==> src/design/ppmisp_pkg.sv <==
`default_nettype none

package ppmisp_pkg;

    localparam int DIM_BITS = 16;
    localparam int PIX_BITS = 2 * DIM_BITS;
    localparam int ACC_BITS = 17;

    localparam logic [ACC_BITS-1:0] ACC_MAX = {ACC_BITS{1'b1}};
    localparam logic [ACC_BITS-1:0] DIM_MAX = ACC_BITS'((1 << DIM_BITS) - 1);
    localparam logic [ACC_BITS-1:0] SAMPLE_CAP = ACC_BITS'(255);

    localparam logic [7:0] CH_P_UPPER = 8'h50;
    localparam logic [7:0] CH_P_LOWER = 8'h70;
    localparam logic [7:0] CH_THREE   = 8'h33;
    localparam logic [7:0] CH_SIX     = 8'h36;
    localparam logic [7:0] CH_ZERO    = 8'h30;
    localparam logic [7:0] CH_NINE    = 8'h39;
    localparam logic [7:0] CH_HASH    = 8'h23;
    localparam logic [7:0] CH_LF      = 8'h0A;
    localparam logic [7:0] CH_CR      = 8'h0D;
    localparam logic [7:0] CH_TAB     = 8'h09;
    localparam logic [7:0] CH_SPACE   = 8'h20;

    typedef enum logic [1:0] {
        KIND_HEADER = 2'd0,
        KIND_PIXEL  = 2'd1,
        KIND_ERROR  = 2'd2
    } t_kind;

    typedef enum logic [1:0] {
        ERR_MAGIC     = 2'd0,
        ERR_CHAR      = 2'd1,
        ERR_ABOVE_MAX = 2'd2,
        ERR_RANGE     = 2'd3
    } t_err;

    typedef struct packed {
        logic [7:0] data_byte;
        logic       first;
    } t_in_word;

    typedef struct packed {
        t_kind               kind;
        logic [DIM_BITS-1:0] width;
        logic [DIM_BITS-1:0] height;
        logic [7:0]          max_value;
        logic [7:0]          red;
        logic [7:0]          green;
        logic [7:0]          blue;
        logic                last_pixel;
        t_err                error_code;
    } t_result;

    function automatic logic is_space(input logic [7:0] b);
        return (b == CH_SPACE) || ((b >= CH_TAB) && (b <= CH_CR));
    endfunction

    function automatic logic is_digit(input logic [7:0] b);
        return (b >= CH_ZERO) && (b <= CH_NINE);
    endfunction

    // Decimal accumulate with saturation: acc * 10 + digit as (acc << 3) + (acc << 1).
    function automatic logic [ACC_BITS-1:0] accumulate(input logic [ACC_BITS-1:0] acc,
                                                       input logic [7:0] b);
        logic [ACC_BITS+3:0] sum;
        logic [7:0]          d;
        d   = b - CH_ZERO;
        sum = {1'b0, acc, 3'b000} + {3'b000, acc, 1'b0} + {(ACC_BITS+0)'(0), d[3:0]};
        if (sum > {4'b0000, ACC_MAX}) begin
            return ACC_MAX;
        end
        return sum[ACC_BITS-1:0];
    endfunction

endpackage

`default_nettype wire

==> src/design/ppmisp_in_stage.sv <==
`default_nettype none

module ppmisp_in_stage
    import ppmisp_pkg::*;
(
    input  wire logic     i_clk,
    input  wire logic     i_rst_n,
    input  wire logic     i_valid,
    input  wire t_in_word i_word,
    output logic          o_stall,
    input  wire logic     i_proc_ready,
    output logic          o_word_valid,
    output t_in_word      o_word
);

    logic     r_valid;
    t_in_word r_word;
    logic     load;

    assign load         = !r_valid || i_proc_ready;
    assign o_stall      = !load;
    assign o_word_valid = r_valid;
    assign o_word       = r_word;

    always_ff @(posedge i_clk) begin
        if (!i_rst_n) begin
            r_valid <= 1'b0;
        end else if (load) begin
            r_valid <= i_valid;
        end
    end

    always_ff @(posedge i_clk) begin
        if (load && i_valid) begin
            r_word <= i_word;
        end
    end

endmodule

`default_nettype wire

==> src/design/ppmisp_parse.sv <==
`default_nettype none

module ppmisp_parse
    import ppmisp_pkg::*;
(
    input  wire logic     i_clk,
    input  wire logic     i_rst_n,
    input  wire logic     i_word_valid,
    input  wire t_in_word i_word,
    output logic          o_proc_ready,
    output logic          o_valid,
    input  wire logic     i_stall,
    output t_result       o_result
);

    typedef enum logic [3:0] {
        PH_MAGIC_LETTER = 4'd0,
        PH_MAGIC_DIGIT  = 4'd1,
        PH_MAGIC_SEP    = 4'd2,
        PH_WIDTH        = 4'd3,
        PH_HEIGHT       = 4'd4,
        PH_MAXVAL       = 4'd5,
        PH_RASTER       = 4'd6,
        PH_DONE         = 4'd7,
        PH_FAILED       = 4'd8
    } t_phase;

    t_phase              r_phase, n_phase, c_phase;
    logic                r_raw, n_raw, c_raw;
    logic                r_cmt, n_cmt, c_cmt;
    logic [ACC_BITS-1:0] r_acc, n_acc, c_acc;
    logic                r_dig, n_dig, c_dig;
    logic [DIM_BITS-1:0] r_w, n_w, c_w;
    logic [DIM_BITS-1:0] r_h, n_h, c_h;
    logic [7:0]          r_lim, n_lim, c_lim;
    logic [1:0]          r_ch, n_ch, c_ch;
    logic [7:0]          r_red, n_red, c_red;
    logic [7:0]          r_grn, n_grn, c_grn;
    logic [PIX_BITS-1:0] r_pix, n_pix, c_pix;

    logic                r_out_valid;
    t_result             r_res;
    logic                res_valid;
    t_result             res;
    logic                take;

    logic [7:0]          b;
    logic                sp;
    logic                dg;
    logic [ACC_BITS-1:0] acc_next;
    logic [PIX_BITS-1:0] area;

    assign o_proc_ready = !r_out_valid || !i_stall;
    assign take         = i_word_valid && o_proc_ready;
    assign o_valid      = r_out_valid;
    assign o_result     = r_res;

    assign b        = i_word.data_byte;
    assign sp       = is_space(b);
    assign dg       = is_digit(b);
    assign acc_next = accumulate(c_acc, b);
    assign area     = PIX_BITS'(c_w) * PIX_BITS'(c_h);

    // A word marked first sees the reset state before it is parsed.
    always_comb begin
        if (i_word.first) begin
            c_phase = PH_MAGIC_LETTER;
            c_raw   = 1'b0;
            c_cmt   = 1'b0;
            c_acc   = '0;
            c_dig   = 1'b0;
            c_w     = '0;
            c_h     = '0;
            c_lim   = '0;
            c_ch    = '0;
            c_red   = '0;
            c_grn   = '0;
            c_pix   = '0;
        end else begin
            c_phase = r_phase;
            c_raw   = r_raw;
            c_cmt   = r_cmt;
            c_acc   = r_acc;
            c_dig   = r_dig;
            c_w     = r_w;
            c_h     = r_h;
            c_lim   = r_lim;
            c_ch    = r_ch;
            c_red   = r_red;
            c_grn   = r_grn;
            c_pix   = r_pix;
        end
    end

    always_comb begin
        logic [7:0]          smp;
        logic                smp_done;
        logic                fail;
        t_err                code;
        logic                hdr;
        logic [ACC_BITS-1:0] dimv;

        n_phase  = c_phase;
        n_raw    = c_raw;
        n_cmt    = c_cmt;
        n_acc    = c_acc;
        n_dig    = c_dig;
        n_w      = c_w;
        n_h      = c_h;
        n_lim    = c_lim;
        n_ch     = c_ch;
        n_red    = c_red;
        n_grn    = c_grn;
        n_pix    = c_pix;
        smp      = b;
        smp_done = 1'b0;
        fail     = 1'b0;
        code     = ERR_MAGIC;
        hdr      = 1'b0;
        dimv     = (c_acc > DIM_MAX) ? DIM_MAX : c_acc;

        unique case (c_phase)
            PH_MAGIC_LETTER: begin
                if (b == CH_P_UPPER || b == CH_P_LOWER) begin
                    n_phase = PH_MAGIC_DIGIT;
                end else if (!sp) begin
                    fail = 1'b1;
                    code = ERR_MAGIC;
                end
            end
            PH_MAGIC_DIGIT: begin
                if (b == CH_THREE || b == CH_SIX) begin
                    n_raw   = (b == CH_SIX);
                    n_phase = PH_MAGIC_SEP;
                end else begin
                    fail = 1'b1;
                    code = ERR_MAGIC;
                end
            end
            PH_MAGIC_SEP: begin
                if (sp || b == CH_HASH) begin
                    n_cmt   = (b == CH_HASH);
                    n_phase = PH_WIDTH;
                    n_acc   = '0;
                    n_dig   = 1'b0;
                end else begin
                    fail = 1'b1;
                    code = ERR_MAGIC;
                end
            end
            PH_WIDTH, PH_HEIGHT, PH_MAXVAL: begin
                if (c_cmt) begin
                    if (b == CH_LF || b == CH_CR) begin
                        n_cmt = 1'b0;
                    end
                end else if (dg) begin
                    n_acc = acc_next;
                    n_dig = 1'b1;
                end else if (sp || b == CH_HASH) begin
                    if (c_dig) begin
                        n_acc = '0;
                        n_dig = 1'b0;
                        if (c_phase == PH_WIDTH) begin
                            n_w     = dimv[DIM_BITS-1:0];
                            n_phase = PH_HEIGHT;
                            n_cmt   = (b == CH_HASH);
                        end else if (c_phase == PH_HEIGHT) begin
                            n_h     = dimv[DIM_BITS-1:0];
                            n_phase = PH_MAXVAL;
                            n_cmt   = (b == CH_HASH);
                        end else if (b == CH_HASH) begin
                            fail = 1'b1;
                            code = ERR_CHAR;
                        end else if (c_acc == '0 || c_acc > SAMPLE_CAP) begin
                            fail = 1'b1;
                            code = ERR_RANGE;
                        end else begin
                            n_lim   = c_acc[7:0];
                            n_ch    = '0;
                            n_pix   = area;
                            n_phase = (c_w == '0 || c_h == '0) ? PH_DONE : PH_RASTER;
                            hdr     = 1'b1;
                        end
                    end else if (b == CH_HASH) begin
                        n_cmt = 1'b1;
                    end
                end else begin
                    fail = 1'b1;
                    code = ERR_CHAR;
                end
            end
            PH_RASTER: begin
                if (c_raw) begin
                    if (b > c_lim) begin
                        fail = 1'b1;
                        code = ERR_ABOVE_MAX;
                    end else begin
                        smp_done = 1'b1;
                    end
                end else if (dg) begin
                    n_acc = acc_next;
                    n_dig = 1'b1;
                    if (acc_next > {{(ACC_BITS-8){1'b0}}, c_lim}) begin
                        fail = 1'b1;
                        code = ERR_ABOVE_MAX;
                    end
                end else if (sp) begin
                    if (c_dig) begin
                        smp      = c_acc[7:0];
                        n_acc    = '0;
                        n_dig    = 1'b0;
                        smp_done = 1'b1;
                    end
                end else begin
                    fail = 1'b1;
                    code = ERR_CHAR;
                end
            end
            PH_DONE, PH_FAILED: begin
            end
            default: begin
            end
        endcase

        res            = '0;
        res.width      = n_w;
        res.height     = n_h;
        res.max_value  = n_lim;
        res_valid      = 1'b0;

        if (fail) begin
            n_phase        = PH_FAILED;
            res_valid      = 1'b1;
            res.kind       = KIND_ERROR;
            res.error_code = code;
        end else if (hdr) begin
            res_valid = 1'b1;
            res.kind  = KIND_HEADER;
        end else if (smp_done) begin
            unique case (c_ch)
                2'd0: begin
                    n_red = smp;
                    n_ch  = 2'd1;
                end
                2'd1: begin
                    n_grn = smp;
                    n_ch  = 2'd2;
                end
                default: begin
                    n_ch           = 2'd0;
                    n_pix          = c_pix - PIX_BITS'(1);
                    res_valid      = 1'b1;
                    res.kind       = KIND_PIXEL;
                    res.red        = c_red;
                    res.green      = c_grn;
                    res.blue       = smp;
                    res.last_pixel = (c_pix == PIX_BITS'(1));
                    if (c_pix == PIX_BITS'(1)) begin
                        n_phase = PH_DONE;
                    end
                end
            endcase
        end
    end

    always_ff @(posedge i_clk) begin
        if (!i_rst_n) begin
            r_phase     <= PH_MAGIC_LETTER;
            r_raw       <= 1'b0;
            r_cmt       <= 1'b0;
            r_acc       <= '0;
            r_dig       <= 1'b0;
            r_w         <= '0;
            r_h         <= '0;
            r_lim       <= '0;
            r_ch        <= '0;
            r_red       <= '0;
            r_grn       <= '0;
            r_pix       <= '0;
            r_out_valid <= 1'b0;
        end else begin
            if (take) begin
                r_phase <= n_phase;
                r_raw   <= n_raw;
                r_cmt   <= n_cmt;
                r_acc   <= n_acc;
                r_dig   <= n_dig;
                r_w     <= n_w;
                r_h     <= n_h;
                r_lim   <= n_lim;
                r_ch    <= n_ch;
                r_red   <= n_red;
                r_grn   <= n_grn;
                r_pix   <= n_pix;
            end
            if (o_proc_ready) begin
                r_out_valid <= take && res_valid;
            end
            if (take && res_valid) begin
                r_res <= res;
            end
        end
    end

    a_error_stops: assert property (@(posedge i_clk) disable iff (!i_rst_n)
        take && res_valid && res.kind == KIND_ERROR |=> r_phase == PH_FAILED)
        else $error("error result did not stop the parser");

    a_last_done: assert property (@(posedge i_clk) disable iff (!i_rst_n)
        take && res_valid && res.last_pixel |=> r_phase == PH_DONE)
        else $error("last pixel did not finish the image");

    a_raster_count: assert property (@(posedge i_clk) disable iff (!i_rst_n)
        r_phase == PH_RASTER |-> r_pix != '0)
        else $error("raster phase with no pixels left");

    a_no_color: assert property (@(posedge i_clk) disable iff (!i_rst_n)
        r_out_valid && r_res.kind != KIND_PIXEL |->
            r_res.red == '0 && r_res.green == '0 && r_res.blue == '0 && !r_res.last_pixel)
        else $error("non-pixel result carries pixel data");

endmodule

`default_nettype wire

==> src/design/ppm_image_stream_parser.sv <==
`default_nettype none

// Streaming parser for P3 and P6 color images that takes one byte word per cycle while the output
// is not stalled and emits a header result, one result per completed pixel, or one error result that
// stops parsing until a word marked first starts the next file; each word passes through an input
// register and then a result register before its result is on the outputs, and one word per cycle
// is sustained while i_stall is low because the decimal accumulate and compare fit in a single pass
// between those registers.

module ppm_image_stream_parser
    import ppmisp_pkg::*;
(
    input  wire logic                i_clk,
    input  wire logic                i_rst_n,
    input  wire logic                i_valid,
    output logic                     o_stall,
    input  wire logic [7:0]          i_data_byte,
    input  wire logic                i_first,
    output logic                     o_valid,
    input  wire logic                i_stall,
    output logic [1:0]               o_kind,
    output logic [DIM_BITS-1:0]      o_width,
    output logic [DIM_BITS-1:0]      o_height,
    output logic [7:0]               o_max_value,
    output logic [7:0]               o_red,
    output logic [7:0]               o_green,
    output logic [7:0]               o_blue,
    output logic                     o_last_pixel,
    output logic [1:0]               o_error_code
);

    t_in_word in_word;
    t_in_word stage_word;
    logic     stage_valid;
    logic     proc_ready;
    t_result  result;

    assign in_word.data_byte = i_data_byte;
    assign in_word.first     = i_first;

    ppmisp_in_stage u_in_stage (
        .i_clk        (i_clk),
        .i_rst_n      (i_rst_n),
        .i_valid      (i_valid),
        .i_word       (in_word),
        .o_stall      (o_stall),
        .i_proc_ready (proc_ready),
        .o_word_valid (stage_valid),
        .o_word       (stage_word)
    );

    ppmisp_parse u_parse (
        .i_clk        (i_clk),
        .i_rst_n      (i_rst_n),
        .i_word_valid (stage_valid),
        .i_word       (stage_word),
        .o_proc_ready (proc_ready),
        .o_valid      (o_valid),
        .i_stall      (i_stall),
        .o_result     (result)
    );

    assign o_kind       = result.kind;
    assign o_width      = result.width;
    assign o_height     = result.height;
    assign o_max_value  = result.max_value;
    assign o_red        = result.red;
    assign o_green      = result.green;
    assign o_blue       = result.blue;
    assign o_last_pixel = result.last_pixel;
    assign o_error_code = result.error_code;

endmodule

`default_nettype wire
==> config.mk <==
export PLATFORM = sky130hd
export DESIGN_NAME = ppm_image_stream_parser
export DESIGN_NICKNAME = d
export VERILOG_FILES = /design/src/design/ppmisp_pkg.sv /design/src/design/ppmisp_in_stage.sv /design/src/design/ppmisp_parse.sv /design/src/design/ppm_image_stream_parser.sv
export SDC_FILE = /design/constraint.sdc
export NUM_CORES = 1
export LEC_CHECK = 0
export BUFFER_PORTS_ARGS = -buffer_cell sky130_fd_sc_hd__buf_2
export CAP_MARGIN = 25
export CORE_UTILIZATION = 50
export CTS_BUF_LIST = sky130_fd_sc_hd__clkbuf_4 sky130_fd_sc_hd__clkbuf_8
export DETAILED_ROUTE_END_ITERATION = 12
export PLACE_DENSITY = 0.65
export SETUP_SLACK_MARGIN = 0.5
export SLEW_MARGIN = 20
export SYNTH_ARGS = -nofsm -noshare
export SYNTH_HDL_FRONTEND = slang
export SYNTH_SLANG_ARGS = --single-unit
==> constraint.sdc <==
create_clock -name i_clk -period 14.9 [get_ports i_clk]
set_input_delay 1.49 -clock i_clk [delete_from_list [all_inputs] [get_ports i_clk]]
set_output_delay 1.49 -clock i_clk [all_outputs]
set_load 0.1 [all_outputs]
# Yosys cells after proc, flatten, opt, wreduce, memory -nomap -nowiden
# Index checks and enable logic that the tools add are counted.
# Widths: inputs -> output; s select.
# totals
regBits	194
output_inout_bits	71
wordCells	261
# classes
add_sub_neg	4
mul	1
n_lt_le_gt_ge	9
n_eq_ne	16
n_mux	176
n_bitwise	1
reduce_logical	28
# ops
cell	n
$mux 32	14
$mux 16	16
$mux 8	25
$mux 17	11
$mux 4	17
$mux 1	59
$mux 2	27
$pmux 17 s3	1
$eq 32x1->1 const B	1
$eq 8x6->1 const B	4
$logic_not 16->1	2
$mul 16x16->32	1
$sub 32x1->32 const B	1
$add 20x18->21	1
$add 21x4->21	1
$gt 21x17->1 const B	1
$gt 17x16->1 const B	1
$gt 17x8->1	1
$gt 17x8->1 const B	1
$logic_not 17->1	1
$eq 8x4->1 const B	2
$eq 8x7->1 const B	2
$pmux 4 s4	1
$eq 4x3->1 const B	3
other kinds (23)	41

# Logic depth before layout (Yosys ltp)
# depth
ltp_word	18
depth_mapped	30

# By module
# From an unflattened synthesis, not the netlist that was laid out.
# unflattened
hier_cells	2407
area_unflattened_um2	20210.6
# by_module_without_submodules
module	instances	cells_per_inst	area_each_um2
ppmisp_parse	1	2394	19892.8
ppmisp_in_stage	1	13	317.8

# Worst setup path after synthesis
# No wires, ideal clock.
# synth_path
kind	register to register
startpoint	reg u_in_stage.r_word (netlist bit u_in_stage.o_word[0])
endpoint	reg u_parse.r_res (netlist bit u_parse.o_result[0]), enable pin
setup_ps	519
arrival_time_ps	8485
required_ps	14381
setup_slack_ps	5896
path_stages_with_launch	30
n_path_buf	9
synth_period_minus_slack_ps	9004
path_cell_list	edfxtp_1 > clkbuf_1 > buf_2 > buf_2 > buf_2 > buf_1 > clkbuf_1 > clkbuf_1 > nor2b_1 > ha_1 > ha_1 > clkbuf_1 > a21oi_1 > o21ai_0 > or2_2 > a21oi_1 > mux2_2 > nand3_1 > clkbuf_1 > o21bai_1 > ha_1 > o21ai_0 > a21oi_1 > o41ai_1 > o2bb2ai_1 > o2111ai_1 > nor4_1 > nand4_1 > nand2_1 > a21oi_1
# synth_between
elab_chain_cells	16
elab_cells_between_ends	62
cone_classes	2 x add/sub; 4 x order compare; 7 x eq/ne; 41 x mux; 8 x reduce/logical
# synth_rtl
element	line	rtl
start, declared	ppmisp_in_stage.sv:17	t_in_word r_word;
start signal, assigned	ppmisp_in_stage.sv:35	r_word <= i_word;
parallel branches: the longest is 13 deep, another holds $add 20x18->21	n/a	
$mux 1 (*)	ppmisp_parse.sv:231	if (fail) begin
$logic_and 1x1->1 (*)	ppmisp_parse.sv:299	if (take && res_valid) begin
$reduce_and 2->1 (no source line) (*)	n/a	
end signal, assigned	ppmisp_parse.sv:300	r_res <= res;
end, declared	ppmisp_parse.sv:42	t_result r_res;
# Every way passes the cells marked *.
# A chain may end at the register's enable or synchronous reset.

# Worst setup path after layout
# layout_path
startpoint	reg u_in_stage.r_word (netlist bit u_in_stage.o_word[0])
endpoint	reg u_parse.r_res (netlist bit u_parse.o_result[47]), enable pin
# Same word-level chain as after synthesis.

==> impl_metrics.json <==
{
  "tns_ps": 0,
  "netlist_area_mm2": 0.0200,
  "num_vias": 17400,
  "drc": 0,
  "hold_violations": 0,
  "clk_latency_ps": 520,
  "ys_ff_latch": 194,
  "critPathLaunchType": "flip-flop",
  "postCtsSetupBuffers": 0,
  "synth_area_per_cell_um2": 8.44,
  "top_usage_layer": "met2",
  "grt_use_met2": 0.472,
  "ys_types": 87,
  "drv_cap": 0,
  "max_freq_mhz": 120,
  "die_area_mm2": 0.0407,
  "postRouteAntennaNets": 0,
  "io_buffers": 83,
  "final_nets": 2728,
  "final_cell_mix": "nand2_1, inv_1, fa_1, nor2_1, a21oi_1",
  "die_y_um": 202,
  "relSlewSlack": 0.281,
  "cp-startpoint": "u_in_stage.o_word[0]",
  "fill_cells": 3728,
  "start_util": 0.512,
  "yosysSeqAreaShare": 0.234,
  "cts_inserted_buffers": 17,
  "grt_max_degree": 75,
  "synth_cells": 2366,
  "area_growth_pct": 6.15,
  "drv_slew": 0,
  "grt_remaining_overflow": 0,
  "required_ps": 15020,
  "p_total_mw": 1.11,
  "cts.sinks": 194,
  "htree_levels": 4,
  "clock_skew_ps": 25.2,
  "cts_root_buf": "clkbuf_8",
  "p_leak_nw": 9.07,
  "rows": 72,
  "rsz0062_at_grt": "no",
  "track_usage": 0.310,
  "hold_buffers": 0,
  "drive_above_1_share": 0.0845,
  "synth_ff_type": "dfxtp_1",
  "finalSetupViolCount": 0,
  "drt_first_pass_iters": 5,
  "crit_family": "simple AND/OR/NAND/NOR gates",
  "core_area_mm2": 0.0390,
  "grt_pass1_vias": 17000,
  "synthArstFlopShare": 0,
  "post_cts_resized": 0,
  "drtIter0Drc": 1570,
  "post-route-period-util": 0.558,
  "drt-total-wl_um": 61600,
  "slowest_delay_ps": 640,
  "setup_slack_ps": 6590,
  "synth_edf_count": 78,
  "crit_fanout": 65,
  "antenna_found_initial": 2,
  "vias_per_cell": 6.01,
  "hold_path_class": "flip-flop to flip-flop",
  "io_pins": 84,
  "synth_nets": 2729,
  "worstHoldStart": "u_parse.r_lim[1]",
  "worst_pin_slew_ps": 1080,
  "dp_slack_ps": 6800,
  "place_congestion": 0.941,
  "multiInputGateArea_mm2": 0.0137,
  "grt_pass1_wl_um": 97100,
  "cpMaxStageDelayCell": "edfxtp_1",
  "ys_warn_count": 0,
  "routedWlPerCell_um": 21.3,
  "tritoncts": "yes",
  "cp.buffers_inverters": 5,
  "die_w_um": 202,
  "clockBufferDepth": 2,
  "place_hpwl_um": 46700,
  "mostFrequentLayoutCell": "nand2_1",
  "status": "finished clean",
  "irDropWorstVdd_v": 0.0000586,
  "period_needed_ps": 8310,
  "clk_pin_slew_ps": 130,
  "worst_setup_path_end_kind": "flip-flop",
  "crit_type": "flip-flop to flip-flop",
  "seqCellArea_mm2": 0.00466,
  "cp_data_arrival_time_ps": 8430,
  "met1_usage": 0.457,
  "grt_use_met3": 0.0445,
  "r2r-start": "u_in_stage.o_word[0]",
  "power_per_cell_area_mw_per_mm2": 52.2
}
==> cell usage after synthesis (17+ instances only) <==
cell	number	area share
o22ai_1	23	0.0072
nor3_1	43	0.011
a31oi_1	21	0.0066
and2_1	117	0.037
dfxtp_1	116	0.12
nand4_1	18	0.0056
inv_1	285	0.054
edfxtp_1	78	0.12
nor4_1	20	0.0063
nor2_1	180	0.034
nand3_1	33	0.0083
nand2_1	312	0.059
xnor2_1	18	0.0079
o21ai_0	78	0.020
a21o_1	24	0.0090
fa_1	195	0.20
nor2b_1	48	0.015
clkbuf_1	104	0.020
a211oi_1	27	0.010
xor2_1	22	0.0097
and3_1	17	0.0053
ha_1	155	0.097
a21oi_1	161	0.040
==> flip-flops by register name, indices dropped and copies added (netlist names), 8 cells and up <==
signal             cells
u_parse.r_h           16
u_parse.r_acc         17
u_parse.r_red          8
u_parse.r_lim          8
u_in_stage.o_word      9
u_parse.r_w           16
u_parse.r_pix         32
u_parse.o_result      69
u_parse.r_grn          8
==> stage by stage <==
step | area, um2 | hold slack (ps) | utilization | instances
floorplan | 20000 | 432 | - | 2366
global placement | 20800 | 440 | 0.532 | 2864
detailed placement | 20800 | 447 | 0.532 | 2864
CTS | 21200 | 465 | 0.543 | 2896
global route | 21200 | 516 | 0.543 | 2896
finish | 21200 | 466 | 0.543 | 2897
==> report_power, final <==
part	leakage, nW	internal (mW)	switching, mW
sequential	1.58	0.565	0.0123
clock	0.207	0.129	0.233
combinational	7.29	0.0354	0.131
==> cells by family after synthesis <==
kind of cell | after synthesis | share of synthesized area
AND/OR/NAND/NOR | 848 | 0.203
AO/OA/AOI/OAI | 495 | 0.163
buffers and inverters | 425 | 0.0826
adder cells (fa/ha/maj) | 350 | 0.293
flip-flops | 194 | 0.234
XOR/XNOR | 40 | 0.0176
multiplexers | 14 | 0.00721
==> tightest hold or removal path, cell delays in order, from the launching register on <==
cell,delay [ps]
dfxtp_1,330
nand2_1,50
a21oi_1,50
==> layer usage <==
layer | vias to the layer above | wire length (um)
met1 | 8557 | 27900
met2 | 786 | 27100
li1 | 7973 | -
met5 | - | 13
met3 | 84 | 5110
met4 | 2 | 1460
==> final timing paths <==
kind / depth (start not counted) / slack [ps] / endpoint
setup reg to reg: 25 / 6590 / u_parse.o_result[47]
hold / removal: 2 / 470 / u_parse.r_lim[1]
setup / recovery: 25 / 6590 / u_parse.o_result[47]
hold reg to reg: 2 / 470 / u_parse.r_lim[1]
==> cell type report <==
type                            instances  share of cell area
Antenna cell                            1            0.000118
Clock buffer                           17              0.0110
Tap cell                              518              0.0306
Multi-Input combinational cell       1747               0.647
Sequential cell                       194               0.220
Timing Repair Buffer                  117              0.0317
Clock inverter                         15             0.00868
Inverter                              288              0.0510
Note: power is estimated with default switching activity, not from simulation.
